--- src/rtl/core/thd_pkg.sv ---
package thd_pkg;

  localparam int HarmCountDef = 10;
  localparam int FieldW = 16;
  localparam int NumW = 30;
  localparam logic [13:0] PctScale = 14'd10000;
  localparam logic [FieldW-1:0] PctMax = 16'hFFFF;
  localparam logic [31:0] SumMax = 32'hFFFF_FFFF;

  // One division in flight inside a divider cell chain.
  typedef struct packed {
    logic [NumW-1:0]   rem;
    logic [NumW-1:0]   num;
    logic [FieldW-1:0] den;
    logic [NumW-1:0]   quo;
  } div_t;

  // One square root in flight inside the root cell chain.
  typedef struct packed {
    logic [31:0]       val;
    logic [FieldW-1:0] root;
  } sqrt_t;

endpackage

--- src/rtl/core/thd_sqrt_cell.sv ---
module thd_sqrt_cell
  import thd_pkg::*;
#(
  parameter int BitPos = 15
) (
  input  logic  clk,
  input  logic  en,
  input  sqrt_t din,
  output sqrt_t dout
);

  logic [FieldW-1:0] cand;
  logic [31:0] sq;

  // Set this cell's root bit if the trial square still fits.
  always_comb begin
    cand = din.root | (FieldW'(1) << BitPos);
    sq   = 32'(cand) * 32'(cand);
  end

  always_ff @(posedge clk) begin
    if (en) begin
      dout.val  <= din.val;
      dout.root <= (sq <= din.val) ? cand : din.root;
    end
  end

endmodule

--- config.mk ---
export PLATFORM = sky130hd
export DESIGN_NAME = thd_sqrt_cell
export DESIGN_NICKNAME = d
export VERILOG_FILES = /design/src/rtl/core/thd_pkg.sv /design/src/rtl/core/thd_sqrt_cell.sv
export SDC_FILE = /design/constraint.sdc
export NUM_CORES = 1
export LEC_CHECK = 0
export ABC_AREA = 1
export BUFFER_PORTS_ARGS = -buffer_cell sky130_fd_sc_hd__buf_2
export CORE_MARGIN = 5
export CORE_UTILIZATION = 61
export DETAILED_ROUTE_END_ITERATION = 7
export GPL_ROUTABILITY_DRIVEN = 0
export PLACE_DENSITY = 0.82
export SLEW_MARGIN = 10
export SYNTH_ARGS = -nofsm -noshare
export SYNTH_HDL_FRONTEND = slang
export SYNTH_SLANG_ARGS = --single-unit
export TNS_END_PERCENT = 5
--- constraint.sdc ---
create_clock -name clk -period 8.6 [get_ports clk]
set_clock_uncertainty 0.15 [all_clocks]
set_input_delay 1.72 -clock clk [delete_from_list [all_inputs] [get_ports clk]]
set_output_delay 1.72 -clock clk [all_outputs]
set_load 0.02 [all_outputs]
==> flow_summary.json, run 1 <==
{
  "ios": 98,
  "die_h_um": 140,
  "cp_slowest_cell": "fa_1",
  "largest-register": "dout",
  "rows": 47,
  "dpl.hpwl_um": 19100,
  "synthesis.nets": 1644,
  "post-cts-setup-buffers": 0,
  "numPortBuffers": 97,
  "ctsHtreeMaxLevel": 2,
  "fill_cells": 1395,
  "synthCells": 1302,
  "crit_required_ns": 8.52,
  "cts.path.max_buffers": 2,
  "critPathCaptureType": "register",
  "wirelength_um": 23100,
  "multi_input_area_um2": 7220,
  "grt_remaining_overflow": 0,
  "crit_top_cell": "nand2_1",
  "grt_usage": 0.242,
  "hold_path_class": "input port to register",
  "largest_register_ffs": 48,
  "cap_violations": 0,
  "grt_pass1_wl_um": 38500,
  "routedWlPerCell_um": 14.4,
  "crit_end": "dout[15]$_SDFFCE_PP1P_",
  "die_w_um": 140,
  "grt_pass1_vias": 8341,
  "crit_fanout": 19,
  "grt_max_degree": 49,
  "clk_pin_slew_ns": 0.08,
  "area_growth_pct": 8.41,
  "ys_seq_area_frac": 0.140,
  "diodes": 0,
  "critPathMaxStageDelay_ns": 0.57,
  "hold_viol": 0,
  "numCtsBuffers": 5,
  "ant_nets": 0,
  "max_freq_mhz": 125,
  "setup_viol": 0,
  "final.min_clock_period_ns": 8.02,
  "yosysWarnings": 0,
  "core_area_um2": 16600,
  "cts_tree": "done",
  "synth_seq_cells": 48,
  "synth_area_um2": 10300,
  "finalMaxSlewViolations": 0,
  "relSlewSlack": 0.533,
  "syn_avg_cell_area_um2": 7.89,
  "start_util": 0.620,
  "die-area_um2": 19500,
  "tns_ns": 0,
  "cts_root_buf": "clkbuf_16",
  "hold_depth": 1,
  "ctsResizeCount": 0,
  "seqCellArea_um2": 1440,
  "dr_total_vias": 8139,
  "top_regs": "dout: 48 flops",
  "worstPathArrival_ns": 7.94,
  "antenna_found_initial": 0,
  "drive_above_1_share": 0.0882,
  "startpoint": "din[8]",
  "first_pass_iters": 5,
  "via_per_inst": 5.08,
  "worst_pin_slew_ns": 0.701,
  "cts_sinks": 48,
  "hold_buffers": 0,
  "path_class": "input port to register",
  "post-route-period-util": 0.933,
  "drc": 0,
  "worstSetupStartpointType": "input port",
  "nets": 1724,
  "rsz0062_at_grt": "false",
  "hold_ws_ns": 1.44,
  "status": "finished clean",
  "yosysUniqueCellTypes": 28,
  "drt_iter0_drc": 542
}
-- metrics by stage --
| stage | util | setup WS, ns | instance area, um2 | instances |
|---|---|---|---|---|
| 5_1_grt | 0.672 | 0.147 | 11100 | 1603 |
| 3_3_place_gp | 0.660 | 0.425 | 10900 | 1595 |
| 2_1_floorplan | - | 0.774 | 10300 | 1302 |
| 4_1_cts | 0.672 | 0.593 | 11100 | 1603 |
| 3_5_place_dp | 0.660 | 0.293 | 10900 | 1595 |
| 6_report | 0.672 | 0.576 | 11100 | 1603 |
-- worst min-delay path by stage --
| stage | from | end | slack [ns] |
|---|---|---|---|
| final | din[37] | dout[37]$_DFFE_PP_ | 1.44 |
| after global placement | din[32] | dout[32]$_DFFE_PP_ | 1.76 |
| after CTS | din[37] | dout[37]$_DFFE_PP_ | 1.44 |
| after detailed placement | din[37] | dout[37]$_DFFE_PP_ | 1.76 |
| after floorplan | din[0] | dout[0]$_DFFE_PP_ | 1.67 |
| after global routing | din[32] | dout[32]$_DFFE_PP_ | 1.44 |
-- logic make-up (layout without fill, tap and decap cells) --
| family | after synthesis | in the layout | share of synthesized area |
|---|---|---|---|
| and+or+nand+nor | 457 | 457 | 0.180 |
| buffers and inverters | 429 | 510 | 0.157 |
| DFF | 48 | 48 | 0.140 |
| AOI/OAI and AO/OA | 54 | 54 | 0.0295 |
| xor gates and xnor gates | 22 | 22 | 0.0188 |
| adders and majority gates | 292 | 292 | 0.474 |
-- cell type report --
class	instances	area share
Multi-Input combinational cell	825	0.648
Inverter	404	0.136
Timing Repair Buffer	98	0.0445
Clock inverter	3	0.00618
Tap cell	220	0.0247
Clock buffer	5	0.0112
Sequential cell	48	0.129
-- cell usage in the layout (no fill, tap or decap), types with 6 or more instances in the layout --
cell type	n
a21oi_1	36
buf_2	96
edfxtp_1	48
fa_1	162
ha_1	130
inv_1	404
nand2_1	344
nand3_1	32
nand3_2	7
nand4_1	6
nor2_1	55
xnor2_1	6
xor2_1	16
-- cell usage after synthesis, drive strengths merged --
library cell  number  area [um2]
a31o               1        8.76
o21a               2        15.0
ha               130        1630
a21o               4        30.0
nand4              6        37.5
o21bai             5        37.5
buf                5        25.0
nand2            346        1300
nor3b              1        7.51
xnor2              6        52.6
xor2              16         140
edfxtp            48        1440
or2                2        12.5
inv              404        1520
a31oi              1        6.26
nor2              59         236
a21oi             36         180
nor3               2        10.0
and2               1        6.26
o21ai              5        25.0
fa               162        3240
nand3             39         230
nand3b             1        7.51
clkbuf            20        75.1
-- worst max-delay path: cells and delay by family --
family | cells | cell delay, ns
and+or+nand+nor | 16 | 1.49
AOI/OAI and AO/OA | 1 | 0.18
adders and majority gates | 8 | 3.87
buffers and inverters | 6 | 0.68
-- metal layers --
| layer | routed length, um | track usage | part of all wire |
|---|---|---|---|
| met1 | 9370 | 0.310 | 0.41 |
| met2 | 11700 | 0.430 | 0.51 |
| met3 | 1500 | 0.0370 | 0.065 |
| met4 | 580 | 0.0617 | 0.025 |
| met5 | 0 | 0 | 0 |
Power of run 1 is not shown: default switching activity piles up to over one toggle a cycle in this logic, so the estimate is an artifact.
==> inputs of run 2 (changes only) <==
--- a/config.mk
+++ b/config.mk
@@ -12,6 +12,7 @@
 export DETAILED_ROUTE_END_ITERATION = 7
 export GPL_ROUTABILITY_DRIVEN = 0
 export PLACE_DENSITY = 0.82
+export RECOVER_POWER = 25
 export SLEW_MARGIN = 10
 export SYNTH_ARGS = -nofsm -noshare
 export SYNTH_HDL_FRONTEND = slang
==> run 2 against run 1 <==
Cell area fell by 0.20%. Count of clock-buffer cells in the layout did not move. Via count rose by 0.11%. Fmax barely moved. Critical path depth did not move. Global-route usage did not move. Non-clock buffer count did not move. Die area did not move. Sequential cell count did not move.
==> flow_summary.json, run 2 (synthesized netlist as in run 1, its figures left out) <==
{
  "critPathMaxStageDelay_ns": 0.57,
  "cp_slowest_cell": "fa_1",
  "core_area_um2": 16600,
  "cts_tree": "done",
  "cap_violations": 0,
  "mostFrequentLayoutCells": "inv_1 (404), nand2_1 (344), fa_1 (162)",
  "path_class": "input port to register",
  "drc": 0,
  "first_pass_iters": 5,
  "finalMaxSlewViolations": 0,
  "tns_ns": 0,
  "hold_viol": 0,
  "worstSetupStartpointType": "input port",
  "area_growth_pct": 8.20,
  "post-route-period-util": 0.932,
  "hold_buffers": 0,
  "hold_path_class": "input port to register",
  "post-cts-setup-buffers": 0,
  "drt_iter0_drc": 571,
  "dpl.hpwl_um": 19100,
  "worstPathArrival_ns": 7.94,
  "status": "finished clean",
  "routedWlPerCell_um": 14.4,
  "rsz0062_at_grt": "false",
  "clk_pin_slew_ns": 0.08,
  "grt_usage": 0.242,
  "route.met2.wl_um": 11700,
  "wl_met1_um": 9400,
  "cp_num_buf_inv": 6,
  "hold_depth": 1,
  "die_w_um": 140,
  "grt_pass1_vias": 8341,
  "wirelength_um": 23100,
  "crit_required_ns": 8.52,
  "cp_top_family": "adder cells",
  "numCtsBuffers": 5,
  "met3_length_um": 1490,
  "grt_max_degree": 49,
  "grt_remaining_overflow": 0,
  "crit_top_cell": "nand2_1",
  "relSlewSlack": 0.536,
  "ios": 98,
  "nets": 1724,
  "largest-register": "dout",
  "final.min_clock_period_ns": 8.02,
  "via_per_inst": 5.08,
  "largest_register_ffs": 48,
  "holdCritStartpoint": "din[37]",
  "drive_above_1_share": 0.0752,
  "numPortBuffers": 97,
  "dr_total_vias": 8148,
  "setup_viol": 0,
  "die_h_um": 140,
  "cts_sinks": 48,
  "max_freq_mhz": 125,
  "ctsResizeCount": 0,
  "top_regs": "dout: 48 flops",
  "startpoint": "din[8]",
  "worst_pin_slew_ns": 0.696,
  "die-area_um2": 19500,
  "routed.top_layer": "met4",
  "critPathCaptureType": "register",
  "antenna_found_initial": 0,
  "diodes": 0,
  "crit_fanout": 19,
  "ctsHtreeMaxLevel": 2,
  "path_depth": 31,
  "start_util": 0.620,
  "final_common_cell": "inv_1",
  "cts_root_buf": "clkbuf_16",
  "ant_nets": 0,
  "rows": 47,
  "cts.path.max_buffers": 2,
  "grt_pass1_wl_um": 38500
}
-- run 2: layout make-up --
class                   count  area (um2)
inverters                 404        1520
clock buffers               5         125
flip-flops and latches     48        1440
well taps                 220         275
multi-input cells         825        7220
repair buffers             98         473
clock inverters             3        68.8
fillers                  1403        5470
-- run 2: final timing paths --
path / slack [ns] / to
setup / recovery: 0.58 / dout[15]$_SDFFCE_PP1P_
hold / removal: 1.44 / dout[37]$_DFFE_PP_
-- run 2: metrics by stage --
stage | cells | util | setup WS (ns) | hold WS (ns) | instance area [um2]
after floorplan | 1302 | - | 0.774 | 1.67 | 10300
after global placement | 1595 | 0.660 | 0.425 | 1.76 | 10900
after detailed placement | 1595 | 0.660 | 0.293 | 1.76 | 10900
after CTS | 1603 | 0.672 | 0.593 | 1.44 | 11100
after global routing | 1603 | 0.670 | 0.147 | 1.44 | 11100
final | 1603 | 0.670 | 0.583 | 1.44 | 11100
-- run 2: layer usage --
| layer | global-route usage | up-vias |
|---|---|---|
| met3 | 0.0370 | 48 |
| met2 | 0.430 | 282 |
| li1 | - | 3949 |
| met4 | 0.0617 | 0 |
| met1 | 0.310 | 3869 |
| met5 | 0 | - |
Power of run 2 is left out for the same reason.
