## src/rtl/core/thd_pkg.sv

```systemverilog
package thd_pkg;

  localparam int HarmCountDef = 10;
  localparam int FieldW = 16;
  localparam int NumW = 30;
  localparam logic [13:0] PctScale = 14'd10000;
  localparam logic [FieldW-1:0] PctMax = 16'hFFFF;
  localparam logic [31:0] SumMax = 32'hFFFF_FFFF;

  // One division in flight inside a divider cell chain.
  typedef struct packed {
    logic [NumW-1:0]   rem;
    logic [NumW-1:0]   num;
    logic [FieldW-1:0] den;
    logic [NumW-1:0]   quo;
  } div_t;

  // One square root in flight inside the root cell chain.
  typedef struct packed {
    logic [31:0]       val;
    logic [FieldW-1:0] root;
  } sqrt_t;

endpackage

```

## src/rtl/core/thd_div_cell.sv

```systemverilog
module thd_div_cell
  import thd_pkg::*;
(
  input  logic clk,
  input  logic en,
  input  div_t din,
  output div_t dout
);

  logic [NumW:0] trial;
  logic [NumW-1:0] shifted;

  // One restoring step: bring down the top numerator bit and try a subtract.
  always_comb begin
    shifted = {din.rem[NumW-2:0], din.num[NumW-1]};
    trial   = {1'b0, shifted} - {{(NumW+1-FieldW){1'b0}}, din.den};
  end

  always_ff @(posedge clk) begin
    if (en) begin
      dout.den <= din.den;
      dout.num <= {din.num[NumW-2:0], 1'b0};
      if (!trial[NumW]) begin
        dout.rem <= trial[NumW-1:0];
        dout.quo <= {din.quo[NumW-2:0], 1'b1};
      end else begin
        dout.rem <= shifted;
        dout.quo <= {din.quo[NumW-2:0], 1'b0};
      end
    end
  end

endmodule

```

## config.mk

```make
export PLATFORM = sky130hd
export DESIGN_NAME = thd_div_cell
export DESIGN_NICKNAME = d
export VERILOG_FILES = /design/src/rtl/core/thd_pkg.sv /design/src/rtl/core/thd_div_cell.sv
export SDC_FILE = /design/constraint.sdc
export NUM_CORES = 1
export LEC_CHECK = 0
export BUFFER_PORTS_ARGS = -buffer_cell sky130_fd_sc_hd__buf_2
export CAP_MARGIN = 20
export CORE_MARGIN = 10
export CORE_UTILIZATION = 45
export CTS_CLUSTER_SIZE = 14
export DETAILED_ROUTE_END_ITERATION = 10
export PLACE_DENSITY_LB_ADDON = 0.15
export SKIP_CTS_REPAIR_TIMING = 1
export SKIP_LAST_GASP = 1
export SLEW_MARGIN = 20
export SYNTH_ARGS = -nofsm -noshare
export SYNTH_HDL_FRONTEND = slang
export SYNTH_SLANG_ARGS = --single-unit
```

## constraint.sdc

```tcl
create_clock -name clk -period 3.5 [get_ports clk]
set_clock_uncertainty 0.05 [all_clocks]
set_input_delay 0.175 -clock clk [delete_from_list [all_inputs] [get_ports clk]]
set_output_delay 0.175 -clock clk [all_outputs]
set_load 0.02 [all_outputs]
```

==> impl_metrics.py, run 1 <==
metrics = {
    "synth": {
        "synth_area_per_cell_um2": 14.0,
        "yosysUniqueCellTypes": 46,
        "async_flop_share": 0,
        "ys_seq_area_frac": 0.674,
        "synth-edff-count": 105,
        "syn_nets": 459,
        "synth_ff_type": "edfxtp_1",
        "synthCells": 334,
        "ys_warn_count": 0,
        "ys_seq_elements": 105,
        "syn_area_mm2": 0.00468,
    },
    "layout": {
        "largest_register": "dout",
        "syn_to_final_growth_pct": 45.5,
        "largest_reg_flops": 105,
        "n_antenna_cell": 0,
        "final_common_cell": "buf_2",
        "drive_gt1_frac": 0.389,
        "layout_common_cells": "209 x buf_2, 105 x edfxtp_1, 74 x dlygate4sd3_1",
        "layout.nets": 748,
        "fill_cells": 749,
        "top_regs": "dout x105",
        "final_cells": 764,
    },
    "route": {
        "wl_per_cell_um": 19.3,
        "vias_per_cell": 5.02,
        "drc": 0,
        "drt-initial-drc-count": 305,
        "routed_wl_um": 14700,
        "vias": 3837,
        "ant_nets": 0,
        "first_pass_iters": 5,
    },
    "setup_path": {
        "cp_cell_sequence": "dlygate4sd3_1 -> buf_2 -> ha_1 -> fa_1 -> nor2b_1 -> o211ai_1 -> a211oi_1 -> o32a_1 -> or2_1 -> buf_4 -> mux2_2",
        "critPathMaxStageDelay_ns": 0.54,
        "crit_path_end_kind": "flip-flop",
        "cp.required_ns": 3.57,
        "cp-start-kind": "primary input",
        "crit_family": "buffers and inverters",
        "worstPathMaxFanout": 6,
        "critPathBufInv": 3,
        "criticalPathCategory": "in2reg",
        "arrival_ns": 3.33,
        "cp_slowest_cell": "dlygate4sd3_1",
    },
    "global_route": {
        "gr-total-overflow": 0,
        "grt_pass1_vias": 3453,
        "grt_pass1_wl_um": 18900,
        "grt_max_degree": 106,
        "antenna_found_initial": 0,
        "grt_util_all_layers": 0.164,
    },
    "clocking": {
        "cts_buffers": 9,
        "root_buffer": "clkbuf_8",
        "cts_tree": "done",
        "cts.clk_slew.worst_paths_ns": 0.11,
        "htree_levels": 3,
        "cts_buffer_depth": 2,
        "clock_sinks": 105,
    },
    "die": {
        "die_w_um": 122,
        "ios": 214,
        "start_util": 0.457,
        "core_mm2": 0.0102,
        "rows": 37,
        "die_area_mm2": 0.0149,
        "fp.dieH_um": 122,
    },
    "timing": {
        "tns_ns": 0,
        "slew_viol_final": 0,
        "timing.slew.headroom": 0.619,
        "setup-violations-final": 0,
        "worstMarginPinSlew_ns": 0.567,
        "hold_viol": 0,
        "period_share": 0.931,
        "final.setup.worst_slack_ns": 0.242,
        "max_freq_mhz": 307,
        "min_period_ns": 3.26,
        "rsz0062_at_grt": "no",
    },
    "placed_design": {
        "gp_congestion": 0.846,
        "hpwl_um": 10300,
        "numPortBuffers": 210,
        "dp_slack_ns": 0.430,
        "placedCellCount": 674,
    },
    "power_and_ir_drop": {
        "pwr_density_cell_mw_per_mm2": 431,
        "power_mw": 2.93,
        "peakVddDrop_uv": 227,
        "p_leak_nw": 2.91,
    },
    "run_status": {
        "outcome": "finished clean",
    },
    "hold_path": {
        "hold_path.class": "in2reg",
    },
    "flow_run": {
        "maxCapViolations": 0,
    },
}
[synthesized netlist by cell type (all sizes together) (3+ instances only)]
| cell | count | area share |
|---|---|---|
| o21ai | 11 | 0.012 |
| a21oi | 21 | 0.022 |
| a211oi | 3 | 0.0048 |
| o21a | 4 | 0.0064 |
| inv | 20 | 0.016 |
| xnor2 | 14 | 0.026 |
| o2111ai | 5 | 0.0094 |
| a21o | 4 | 0.0064 |
| ha | 16 | 0.043 |
| nor4 | 6 | 0.0080 |
| xor2 | 7 | 0.013 |
| o211ai | 7 | 0.011 |
| nor2b | 4 | 0.0053 |
| or4 | 3 | 0.0048 |
| nor3 | 15 | 0.016 |
| buf | 5 | 0.0083 |
| clkbuf | 6 | 0.0051 |
| edfxtp | 105 | 0.67 |
| mux2 | 10 | 0.026 |
| or2 | 3 | 0.0040 |
| nand2b | 4 | 0.0053 |
| nand2 | 17 | 0.014 |
| or3 | 4 | 0.0053 |
| nor2 | 18 | 0.014 |
[worst paths after layout]
kind	start	to	slack, ns	depth (start not counted)
hold / removal	din[102]	dout[103]	0.06	2
setup / recovery	din[30]	dout[84]	0.24	11
[stage by stage]
stage | hold WS [ns] | instance area (um^2) | util
2_1_floorplan | 0.224 | 4680 | -
3_5_place_dp | 0.304 | 5890 | 0.576
4_1_cts | -0.0951 | 6070 | 0.593
3_3_place_gp | 0.302 | 5890 | 0.576
5_1_grt | 0.0493 | 6810 | 0.666
6_report | 0.0623 | 6810 | 0.666
[area by class of cell]
cell class | count | area (um^2) | area share
Timing Repair Buffer | 289 | 1840 | 0.271
Clock buffer | 10 | 128 | 0.0187
Inverter | 20 | 75.1 | 0.0110
Clock inverter | 6 | 51.3 | 0.00753
Sequential cell | 105 | 3150 | 0.463
Tap cell | 136 | 170 | 0.0250
Multi-Input combinational cell | 198 | 1390 | 0.204
[routing by layer]
metal	GRT usage	share of wire
met1	0.190	0.37
met2	0.277	0.52
met3	0.0597	0.10
met4	0.0529	0.0077
met5	0	0
[where the power goes]
part / leakage (nW) / switching [mW] / internal, mW
registers: 1.03 / 0.0298 / 1.52
clock network: 0.0879 / 0.433 / 0.270
logic: 1.79 / 0.400 / 0.281
total: 2.91 / 0.862 / 2.07
[logic make-up (layout without fill, tap and decap cells)]
logic type	count (synthesis)	count (layout)	synth area share
compound gates	67	67	0.0933
fa+ha+maj	17	17	0.0471
xor+xnor	21	21	0.0393
buf+inv	31	325	0.0294
flops	105	105	0.674
other cells	1	1	0.000801
mux	12	12	0.0299
simple gates	80	80	0.0864
No activity file was read; power rests on OpenSTA's default activity.
==> run 2, diff against run 1 <==
ABC_AREA = 1   (was default)
==> impl_metrics.py, run 2 <==
metrics = {
    "timing": {
        "tns_ns": 0,
        "holdWs_ns": 0.0539,
        "rsz0062_at_grt": "no",
        "timing.slew.headroom": 0.512,
        "max_freq_mhz": 400,
        "min_period_ns": 2.50,
        "worstMarginPinSlew_ns": 0.732,
        "period_share": 0.715,
        "setup-violations-final": 0,
        "final.setup.worst_slack_ns": 0.998,
        "hold_viol": 0,
        "slew_viol_final": 0,
    },
    "synth": {
        "async_flop_share": 0,
        "yosysTopAreaCellShare": 0.602,
        "yosysUniqueCellTypes": 32,
        "yosys.area.top_type": "edfxtp_1",
        "ys_warn_count": 0,
        "ys_seq_elements": 105,
        "ys_seq_area_frac": 0.602,
        "ys_top_cells_by_area": "edfxtp_1 60%, nand2_1 13%, inv_1 6.4%",
        "synth-edff-count": 105,
        "synthCells": 541,
        "syn_nets": 666,
        "syn_area_mm2": 0.00524,
        "synthTopCellsByCount": "185 x nand2_1, 105 x edfxtp_1, 89 x inv_1",
        "synth_area_per_cell_um2": 9.69,
        "synth_most_common_cell": "nand2_1",
        "synth_ff_type": "edfxtp_1",
    },
    "global_route": {
        "gr-total-overflow": 0,
        "antenna_found_initial": 1,
        "grt_pass1_wl_um": 23400,
        "grt_max_degree": 58,
        "grt_util_all_layers": 0.183,
        "grt_pass1_vias": 4443,
    },
    "clocking": {
        "cts_buffer_depth": 2,
        "clock_sinks": 105,
        "htree_levels": 3,
        "cts_tree": "done",
        "cts_buffers": 9,
        "root_buffer": "clkbuf_16",
        "cts.clk_slew.worst_paths_ns": 0.07,
    },
    "hold_path": {
        "hold_path_depth": 3,
        "worstHoldEndpoint": "dout[80]",
        "hp-start": "din[79]",
        "hold_path.class": "in2reg",
    },
    "layout": {
        "syn_to_final_growth_pct": 42.8,
        "final_cells": 982,
        "layout_common_cells": "209 x buf_2, 185 x nand2_1, 105 x edfxtp_1",
        "fin_area_mm2": 0.00748,
        "largest_reg_flops": 105,
        "final_util": 0.655,
        "drive_gt1_frac": 0.300,
        "layout.nets": 959,
        "n_antenna_cell": 0,
        "final_common_cell": "buf_2",
        "multi_input_area_mm2": 0.00169,
        "largest_register": "dout",
        "fill_cells": 917,
        "seqCellArea_mm2": 0.00315,
        "top_regs": "dout x105",
    },
    "placed_design": {
        "placedCellCount": 892,
        "hpwl_um": 12400,
        "dp_slack_ns": 1.17,
        "numPortBuffers": 210,
        "gp_congestion": 0.849,
        "dpl-instance-area_mm2": 0.00645,
    },
    "power_and_ir_drop": {
        "p_leak_nw": 3.62,
        "peakVddDrop_uv": 360,
        "pwr_density_cell_mw_per_mm2": 438,
        "power_mw": 3.28,
    },
    "die": {
        "fp.dieH_um": 128,
        "die_w_um": 128,
        "core_mm2": 0.0114,
        "ios": 214,
        "start_util": 0.459,
        "die_area_mm2": 0.0164,
        "rows": 39,
    },
    "setup_path": {
        "arrival_ns": 2.56,
        "crit_path_end_kind": "flip-flop",
        "worstPathMaxFanout": 28,
        "criticalPathCategory": "in2reg",
        "cp.required_ns": 3.56,
        "cp-start-kind": "primary input",
    },
    "flow_run": {
        "maxCapViolations": 0,
    },
    "route": {
        "wl_per_cell_um": 17.0,
        "first_pass_iters": 6,
        "drt-initial-drc-count": 350,
        "routed_wl_um": 16700,
        "vias": 4621,
        "drc": 0,
        "vias_per_cell": 4.71,
        "ant_nets": 0,
    },
    "run_status": {
        "outcome": "finished clean",
    },
}
[run 2: cell types whose count changed in the layout (fill, tap and decap cells not counted), moves of 12 or more]
cell     previous run  this run
inv_1              20        89
nand3_1             2        30
nor2_1             18        42
xnor2_1            14         1
a21oi_1            21         9
nand2_1            17       185
[run 2: critical path: stages]
cell and delay, ns:
dlygate4sd3_1 0.53, buf_2 0.13, ha_1 0.22, fa_1 0.42, inv_1 0.12, nand2_1 0.08, nand3_2 0.09, nand2_1 0.08
nand2_2 0.14, nand2_4 0.10, nand2_8 0.19, inv_6 0.13, nand2_1 0.09, nand2_1 0.05
[run 2: power breakdown]
| group | internal, mW | total [mW] | switching [mW] |
|---|---|---|---|
| combinational | 0.267 | 0.718 | 0.450 |
| sequential | 1.52 | 1.55 | 0.0276 |
| clock | 0.557 | 1.01 | 0.455 |
| total | 2.34 | 3.28 | 0.933 |
[run 2: area by class of cell]
| type | count | share of cell area |
|---|---|---|
| repair buffers | 286 | 0.242 |
| multi-input cells | 337 | 0.226 |
| clock buffers | 10 | 0.0306 |
| inverters | 95 | 0.0483 |
| well taps | 143 | 0.0239 |
| clock inverters | 6 | 0.00853 |
| flip-flops and latches | 105 | 0.421 |
[run 2: routing by layer]
metal / part of all wire / track usage / vias to the layer above
li1: - / - / 2332
met1: 0.40 / 0.212 / 2081
met2: 0.49 / 0.305 / 191
met3: 0.089 / 0.0600 / 15
met4: 0.011 / 0.0781 / 2
met5: 0.0012 / 0 / -
[run 2: worst max path at each step]
stage | from | to | slack [ns] | depth (start not counted)
2_1_floorplan | din[75] | dout[83] | 1.60 | 14
3_3_place_gp | din[30] | dout[91] | 1.23 | 13
3_5_place_dp | din[30] | dout[78] | 1.17 | 13
4_1_cts | din[30] | dout[78] | 1.54 | 13
5_1_grt | din[30] | dout[88] | 0.85 | 14
6_report | din[30] | dout[84] | 1.0 | 14
[run 2: logic make-up (layout without fill, tap and decap cells)]
| family | count (synthesis) | count (layout) | synth area share |
|---|---|---|---|
| flip-flops | 105 | 105 | 0.602 |
| other | 1 | 1 | 0.000715 |
| AND/OR/NAND/NOR | 285 | 285 | 0.234 |
| AO/OA/AOI/OAI | 23 | 23 | 0.0275 |
| buffers and inverters | 99 | 397 | 0.0762 |
| XOR/XNOR | 11 | 11 | 0.0184 |
| adder cells (fa/ha/maj) | 17 | 17 | 0.0420 |
==> run 3, diff against run 2 <==
CORE_UTILIZATION = 44   (was 45)
clock period = 2 ns   (was 3.5 ns; I/O delays follow)
==> impl_metrics.py, run 3 (synthesis results as in run 2) <==
metrics = {
    "power_and_ir_drop": {
        "peakVddDrop_uv": 410,
        "p_leak_nw": 3.76,
        "pwr_density_cell_mw_per_mm2": 739,
    },
    "setup_path": {
        "crit_family": "simple AND/OR/NAND/NOR gates",
        "arrival_ns": 1.70,
        "cp_slowest_cell": "ha_1",
        "cp_common_cell": "nand2_1",
        "cp.required_ns": 2.06,
        "crit_path_end_kind": "flip-flop",
        "cp_cell_sequence": "buf_2 -> inv_1 -> ha_1 -> or2_2 -> and2_1 -> nand2_1 -> nand3_1 -> a21oi_1 -> inv_1 -> nand2_1 -> nand2_1",
        "criticalPathCategory": "in2reg",
        "cp-start-kind": "primary input",
        "critPathBufInv": 3,
        "worstPathMaxFanout": 3,
        "critPathMaxStageDelay_ns": 0.33,
    },
    "placed_design": {
        "dp_slack_ns": -0.0129,
        "hpwl_um": 12500,
        "gp_congestion": 0.888,
        "dpl-instance-area_mm2": 0.00668,
        "numPortBuffers": 210,
    },
    "layout": {
        "multi_input_area_mm2": 0.00169,
        "fin_area_mm2": 0.00773,
        "drive_gt1_frac": 0.322,
        "top_regs": "dout x105",
        "largest_reg_flops": 105,
        "largest_register": "dout",
        "layout_common_cells": "209 x buf_2, 185 x nand2_1, 105 x edfxtp_1",
        "seqCellArea_mm2": 0.00315,
        "fill_cells": 925,
        "final_common_cell": "buf_2",
        "layout.nets": 989,
        "syn_to_final_growth_pct": 47.6,
    },
    "die": {
        "ios": 214,
        "die_w_um": 129,
        "die_area_mm2": 0.0167,
        "start_util": 0.453,
        "rows": 39,
        "fp.dieH_um": 129,
        "core_mm2": 0.0116,
    },
    "timing": {
        "rsz0062_at_grt": "no",
        "final.setup.worst_slack_ns": 0.364,
        "period_share": 0.818,
        "tns_ns": 0,
        "hold_viol": 10,
        "slew_viol_final": 0,
        "setup-violations-final": 0,
        "max_freq_mhz": 611,
        "timing.slew.headroom": 0.663,
        "worstMarginPinSlew_ns": 0.505,
        "holdWs_ns": -0.0290,
        "min_period_ns": 1.64,
    },
    "route": {
        "routed_wl_um": 16800,
        "ant_nets": 0,
        "first_pass_iters": 5,
        "vias": 4639,
        "vias_per_cell": 4.57,
        "drt-initial-drc-count": 276,
        "wl_per_cell_um": 16.6,
        "drc": 0,
    },
    "clocking": {
        "cts_buffers": 9,
        "cts.clk_slew.worst_paths_ns": 0.08,
        "root_buffer": "clkbuf_16",
        "cts_buffer_depth": 2,
        "htree_levels": 3,
        "cts_tree": "done",
        "clock_sinks": 105,
    },
    "run_status": {
        "outcome": "finished with violations",
        "violations": "negative hold slack",
    },
    "global_route": {
        "met2_usage": 0.316,
        "gr-total-overflow": 0,
        "gr-usage-met1": 0.202,
        "grt_util_met3": 0.0559,
        "antenna_found_initial": 3,
        "grt_pass1_wl_um": 23100,
        "grt_util_all_layers": 0.179,
        "grt_max_degree": 47,
        "grt_pass1_vias": 4316,
        "gr-max-usage-layer": "met2",
    },
    "hold_path": {
        "hold_path.class": "in2reg",
        "hold_path_depth": 3,
        "hp-start": "din[83]",
        "worstHoldEndpoint": "dout[84]",
    },
    "flow_run": {
        "maxCapViolations": 0,
    },
}
[run 3: worst max-delay path by stage]
| stage | to | start | slack (ns) | cells past startpoint |
|---|---|---|---|---|
| 2_1_floorplan | dout[83] | din[75] | 0.18 | 14 |
| 3_3_place_gp | dout[103] | din[32] | -0.01 | 11 |
| 3_5_place_dp | dout[103] | din[32] | -0.01 | 11 |
| 4_1_cts | dout[103] | din[32] | 0.36 | 11 |
| 5_1_grt | dout[103] | din[43] | 0.20 | 13 |
| 6_report | dout[103] | din[32] | 0.36 | 11 |
[run 3: where the power goes]
part | leakage, nW | internal, mW | switching [mW]
clock | 0.133 | 0.858 | 0.833
combinational | 2.60 | 0.523 | 0.792
sequential | 1.03 | 2.66 | 0.0510
total | 3.76 | 4.04 | 1.68
[run 3: worst min-delay path, cell delays in order]
cell,delay (ns)
buf_2,0.09
nand2_1,0.05
nand2_1,0.04
[run 3: area by class of cell]
| class | count | area share |
|---|---|---|
| clock buffer | 9 | 0.0291 |
| clock inverter | 7 | 0.00712 |
| antenna | 2 | 0.000647 |
| tap | 143 | 0.0231 |
| inverter | 95 | 0.0467 |
| sequential | 105 | 0.408 |
| timing repair buffer | 316 | 0.267 |
| multi-input combinational | 337 | 0.218 |
[run 3: metrics by stage]
stage,utilization,std cells,total power [mW]
finish,0.669,1014,5.71
global route,0.669,1014,5.97
CTS,0.602,935,5.63
detailed placement,0.578,919,3.95
global placement,0.578,919,3.93
floorplan,-,541,3.41
[run 3: layer usage]
metal,vias up,wire (um)
met5,-,13
met4,2,234
met3,16,1290
met2,161,8380
met1,2069,6900
li1,2391,-
